[config.mk]
export PLATFORM = sky130hd
export DESIGN_NAME = pip_ctrl
export DESIGN_NICKNAME = d
export VERILOG_FILES = /design/src/hdl/pip_pkg.sv /design/src/hdl/pip_ctrl.sv
export SDC_FILE = /design/constraint.sdc
export NUM_CORES = 1
export LEC_CHECK = 0
export BUFFER_PORTS_ARGS = -buffer_cell sky130_fd_sc_hd__clkbuf_2
export CELL_PAD_IN_SITES_DETAIL_PLACEMENT = 0
export CELL_PAD_IN_SITES_GLOBAL_PLACEMENT = 1
export CORE_MARGIN = 2
export CORE_UTILIZATION = 30
export DETAILED_ROUTE_END_ITERATION = 6
export PLACE_DENSITY_LB_ADDON = 0.1
export SYNTH_ARGS = -nofsm -noshare
export SYNTH_HDL_FRONTEND = slang
export SYNTH_SLANG_ARGS = --single-unit
[constraint.sdc]
create_clock -name clk -period 3.1 [get_ports clk]
set_clock_uncertainty 0.1 [all_clocks]
set_input_delay 0.465 -clock clk [delete_from_list [all_inputs] [get_ports clk]]
set_output_delay 0.465 -clock clk [all_outputs]
set_load 0.005 [all_outputs]
[src/hdl/pip_pkg.sv]
package pip_pkg;

    // Coordinate width, fixed by the item fields
    localparam int COORD_BITS = 16;
    // Default polygon capacity
    localparam int MAX_VERTICES_DEF = 256;

    // Item opcodes
    localparam logic [1:0] MODE_APPEND = 2'd0;
    localparam logic [1:0] MODE_CLEAR  = 2'd1;
    localparam logic [1:0] MODE_QUERY  = 2'd2;

    typedef struct packed {
        logic [1:0]                   mode;
        logic signed [COORD_BITS-1:0] coord_x;
        logic signed [COORD_BITS-1:0] coord_y;
    } in_item_t;

    typedef struct packed {
        logic inside_res;
        logic vertices_dropped;
    } out_item_t;

    // Controller to datapath
    typedef struct packed {
        logic load_pt;   // latch query point, clear parity
        logic mem_wr;    // store vertex at write address
        logic rd_en;     // read vertex at read address
        logic rd_first;  // this read only primes the previous vertex
    } cmd_t;

    // Datapath to controller
    typedef struct packed {
        logic busy;      // edge pipeline still holds work
        logic parity;    // running crossing parity
    } sts_t;

endpackage

[src/hdl/pip_ctrl.sv]
module pip_ctrl #(
    parameter int MAX_VERTICES = pip_pkg::MAX_VERTICES_DEF
) (
    input  logic                            clk,
    input  logic                            rst_n,
    input  logic                            in_valid,
    output logic                            in_stall,
    input  pip_pkg::in_item_t               in_data,
    output logic                            out_valid,
    input  logic                            out_stall,
    output pip_pkg::out_item_t              out_data,
    output pip_pkg::cmd_t                   cmd,
    output logic [$clog2(MAX_VERTICES)-1:0] rd_addr,
    output logic [$clog2(MAX_VERTICES)-1:0] wr_addr,
    input  pip_pkg::sts_t                   sts
);
    import pip_pkg::*;

    localparam int ADDR_W = $clog2(MAX_VERTICES);
    localparam int CNT_W  = $clog2(MAX_VERTICES + 1);

    localparam logic [1:0] ST_IDLE   = 2'd0;
    localparam logic [1:0] ST_WALK   = 2'd1;
    localparam logic [1:0] ST_DRAIN  = 2'd2;
    localparam logic [1:0] ST_FINISH = 2'd3;

    logic [1:0]        state_reg, state_next;
    logic [CNT_W-1:0]  count_reg, count_next;
    logic [ADDR_W-1:0] idx_reg, idx_next;
    logic [ADDR_W-1:0] last_idx;
    logic              first_reg, first_next;
    logic              dropped_reg, dropped_next;
    logic              out_valid_reg, out_valid_next;
    out_item_t         out_data_reg, out_data_next;
    logic              accept;
    logic              out_load;

    assign last_idx = ADDR_W'(count_reg - 1'b1);
    assign in_stall = (state_reg != ST_IDLE);
    assign accept   = in_valid && !in_stall;
    assign rd_addr  = idx_reg;
    assign wr_addr  = count_reg[ADDR_W-1:0];

    always_comb
    begin
        state_next   = state_reg;
        count_next   = count_reg;
        idx_next     = idx_reg;
        first_next   = first_reg;
        dropped_next = dropped_reg;
        cmd          = '0;
        out_load     = 1'b0;
        case (state_reg)
            ST_IDLE:
            begin
                if (accept)
                begin
                    case (in_data.mode)
                        MODE_APPEND:
                        begin
                            if (count_reg < CNT_W'(MAX_VERTICES))
                            begin
                                cmd.mem_wr = 1'b1;
                                count_next = count_reg + 1'b1;
                            end
                            else
                                dropped_next = 1'b1;
                        end
                        MODE_CLEAR:
                            count_next = '0;
                        MODE_QUERY:
                        begin
                            cmd.load_pt = 1'b1;
                            if (count_reg == '0)
                                state_next = ST_FINISH;
                            else
                            begin
                                state_next = ST_WALK;
                                idx_next   = last_idx;
                                first_next = 1'b1;
                            end
                        end
                        default: ;
                    endcase
                end
            end
            ST_WALK:
            begin
                // last vertex first, then 0 .. n-1
                cmd.rd_en    = 1'b1;
                cmd.rd_first = first_reg;
                if (first_reg)
                begin
                    first_next = 1'b0;
                    idx_next   = '0;
                end
                else if (idx_reg == last_idx)
                    state_next = ST_DRAIN;
                else
                    idx_next = idx_reg + 1'b1;
            end
            ST_DRAIN:
            begin
                if (!sts.busy)
                    state_next = ST_FINISH;
            end
            ST_FINISH:
            begin
                if (!out_valid_reg || !out_stall)
                begin
                    out_load   = 1'b1;
                    state_next = ST_IDLE;
                end
            end
            default:
                state_next = ST_IDLE;
        endcase
    end

    always_comb
    begin
        out_valid_next = out_valid_reg;
        out_data_next  = out_data_reg;
        if (out_valid_reg && !out_stall)
            out_valid_next = 1'b0;
        if (out_load)
        begin
            out_valid_next                 = 1'b1;
            out_data_next.inside_res       = sts.parity;
            out_data_next.vertices_dropped = dropped_reg;
        end
    end

    always_ff @(posedge clk or negedge rst_n)
    begin
        if (!rst_n)
        begin
            state_reg     <= ST_IDLE;
            count_reg     <= '0;
            idx_reg       <= '0;
            first_reg     <= 1'b0;
            dropped_reg   <= 1'b0;
            out_valid_reg <= 1'b0;
        end
        else
        begin
            state_reg     <= state_next;
            count_reg     <= count_next;
            idx_reg       <= idx_next;
            first_reg     <= first_next;
            dropped_reg   <= dropped_next;
            out_valid_reg <= out_valid_next;
        end
    end

    always_ff @(posedge clk)
    begin
        out_data_reg <= out_data_next;
    end

    assign out_valid = out_valid_reg;
    assign out_data  = out_data_reg;

endmodule

==> qor_table.md <==
| Quantity | Value |
| --- | --- |
| Outcome | complete, no violations |
| Vias after detailed routing | 1504 |
| Total half-perimeter wirelength after legalization and detailed placement | 3470 um |
| Post-CTS Setup Inserts | 0 |
| Biggest area consumer among synthesized cells | dfrtp_1 |
| Max H-tree Level | 1 |
| Final-stage net count | 279 |
| Avg Synthesized Cell Area | 8.75 sq um |
| Static leakage | 0.979 nW |
| Fraction of final layout cells with drive strength greater than 1 | 0.217 |
| Hold Slack | 0.0859 ns |
| Length of the first detailed-routing pass in iterations | 4 |
| Number of CTS-inserted buffers | 3 |
| Post-synthesis cell count | 203 |
| Sum Neg Setup Slack | 0 ns |
| First-pass GRT wire length | 7550 um |
| Routed wire length | 4480 um |
| Detail-routed via count per cell | 4.93 |
| Syn nets | 251 |
| RSZ-0062 raised after global routing | false |
| Clock sink total | 24 |
| Count of flip-flops with a built-in enable after synthesis | 2 |
| Bufs on Longest Clock Path | 2 |
| Share of the synthesized area in the top cell type | 0.310 |
| Number of antenna violations at the first check in global routing | 0 |
| Number of diodes added for antenna fixing | 0 |
| Power per cell area | 1010 nW/um^2 |
| Area of combinational cells with multiple inputs | 1020 sq um |
| Clock insertion delay at the later pin of the skew report | 0.27 ns |
| Sum of overflow across all layers after global routing | 0 |
| Drt first-iter violations | 85 |
| Via count of the first global-routing pass | 1464 |
| CP arrival | 3.01 ns |
| FF-to-FF setup slack | 0.16 ns |
| Slew Limit Fails | 0 |
| DP Cell Count | 301 |
| Weighted congestion reported at the end of routability-driven placement | 0.833 |
| Portion of the post-synthesis area used by sequential elements | 0.344 |
| Total Power Consumption | 2.08 mW |
| Netlist cell types | 51 |
| Most used DFF post-synth | dfrtp_1 |
| Peak clock frequency supported by timing | 340 MHz |
| Clock slew at the register clock pins of the worst setup and hold paths | 0.10 ns |
| Number of routed nets with antenna violations | 0 |
| Largest net degree at the start of global routing | 23 |
| Remaining routing DRC violations | 0 |
| Synth Register Bits | 24 |
| Area overhead of the layout relative to synthesis | 16.4% |
| FP Rows | 28 |
| Highest-count cells in the layout ignoring fill and taps | 31 x clkbuf_2, 22 x dfrtp_1, 20 x nand2_1 |
| Type of destination of the critical path | flip-flop |
| Actual slew at the worst max-slew pin | 0.624 ns |
| Netlist Area Pre-Place | 1780 sq um |
| Final setup violation count | 0 |
| Warnings, synthesis | 0 |
| Final std cells w/o fill | 305 |
| Core footprint | 5820 sq um |
| Data required time of the critical path | 3.17 ns |
| Clock root buffer | clkbuf_8 |
| Worst hold path class | in -> async |
| TritonCTS clock tree | done |
| Maximum net fanout on the critical path | 5 |
| Worst Setup Path Type | reg -> reg |
| Effective utilization at floorplan | 0.306 |
| Synth top area cells | dfrtp_1 31%, ha_1 5.6%, xnor2_1 4.9% |
| Register area | 611 sq um |
| Number of flip-flops in the largest register | 9 |
| Final critical path time including I/O delays and setup | 2.94 ns |
| Peak ir drop on the vdd network | 0.000305 V |
| Final period util | 0.949 |
| Commonest non-fill, non-tap cell in the layout | clkbuf_2 |
| Number of placed I/O pins | 64 |
| Fraction of registers with async set/reset | 0.917 |
| Max-Cap Viols | 0 |
| Relative slew slack | 0.584 |
| Hold Violations, Final | 0 |
| Port buffer count | 31 |
| Chip width | 81.0 um |
| Detail-routed net length per standard cell | 14.7 um |
| Category of the worst setup path launch point | flip-flop |
| Die area | 6550 sq um |
| Total global routing track utilization | 0.148 |
| Fill cell instance count of the final layout | 631 |
| Die extent in y | 81.0 um |
-- critical path, stage by stage (launching register included) --
cell,delay (ns)
dfrtp_1,0.40
inv_1,0.09
ha_1,0.23
or4b_4,0.51
or3_1,0.38
a211oi_2,0.31
nand4_4,0.20
o21ai_4,0.27
mux2_1,0.34
-- report_power, final --
group	internal (mW)	switching (mW)	total, mW	leakage [nW]
Combinational	0.550	0.693	1.24	0.639
Sequential	0.426	0.128	0.554	0.304
Clock	0.173	0.115	0.288	0.0357
-- layer usage --
layer	vias up	global-route usage	share of wire
met5	-	0	0
met4	0	0.0407	0.0096
met3	4	0.0178	0.027
met2	20	0.240	0.45
met1	714	0.208	0.51
li1	766	-	-
-- logic make-up (layout without fill, tap and decap cells) --
group                      count (synthesis)  after routing  synth area share
adders and majority gates                  8              8            0.0563
buffers and inverters                     30             57            0.0859
muxes                                      6              6            0.0352
DFF                                       24             24             0.344
AOI/OAI and AO/OA                         41             41             0.166
xor gates and xnor gates                  18             18            0.0887
and+or+nand+nor                           76             76             0.225
-- synth_stat cells, types with 2 or more instances --
cell       count
mux2_1         2
a211o_1        3
and3_1         2
xnor2_1       10
a2bb2oi_1      2
nor3b_1        2
nor2_1        19
nor2b_1        2
o22ai_1        2
buf_4          8
a31oi_1        3
mux2i_1        4
or3_1          2
ha_1           8
and4_1         2
nor3_1         7
clkbuf_1       6
buf_2          2
nand2_1       20
a21oi_1        7
o21ai_0        6
a21o_1         3
nand4_1        4
nand3b_1       2
o211ai_1       3
inv_1         13
dfrtp_1       22
xor2_1         8
nand3_1        6
edfxtp_1       2
-- area by class of cell --
type | count | area share
well taps | 75 | 0.0454
clock buffers | 3 | 0.0200
multi-input cells | 149 | 0.494
flip-flops and latches | 24 | 0.295
repair buffers | 40 | 0.108
inverters | 13 | 0.0236
clock inverters | 1 | 0.0145
-- path summary, 6_finish.rpt --
check,end,start,cells after the start
max in group asynchronous,count_reg[7]$_DFFE_PN0P_,rst_n,1
setup reg to reg,rd_addr[1]$_DFFE_PN0P_,count_reg[1]$_DFFE_PN0P_,8
min in group clk,out_data[1]$_DFFE_PP_,sts[0],1
hold / removal,out_valid$_DFFE_PN0P_,rst_n,1
hold reg to reg,out_data[0]$_DFFE_PP_,dropped_reg$_DFFE_PN0P_,0
setup / recovery,rd_addr[1]$_DFFE_PN0P_,count_reg[1]$_DFFE_PN0P_,8
-- stage by stage --
step	cell area [sq um]	setup WS [ns]	utilization
after global placement	1990	0.125	0.342
after CTS	2060	0.0810	0.354
after detailed placement	1990	0.100	0.342
after floorplan	1780	0.137	-
final	2070	0.158	0.356
after global routing	2070	0.00203	0.356
-- repair_timing --
| action | CTS | global route |
|---|---|---|
| hold buffers | 0 | 0 |
| gates resized for setup | 0 | 1 |
| setup endpoints to repair | 0 | 3 |
(Power assumes the default switching activity.)
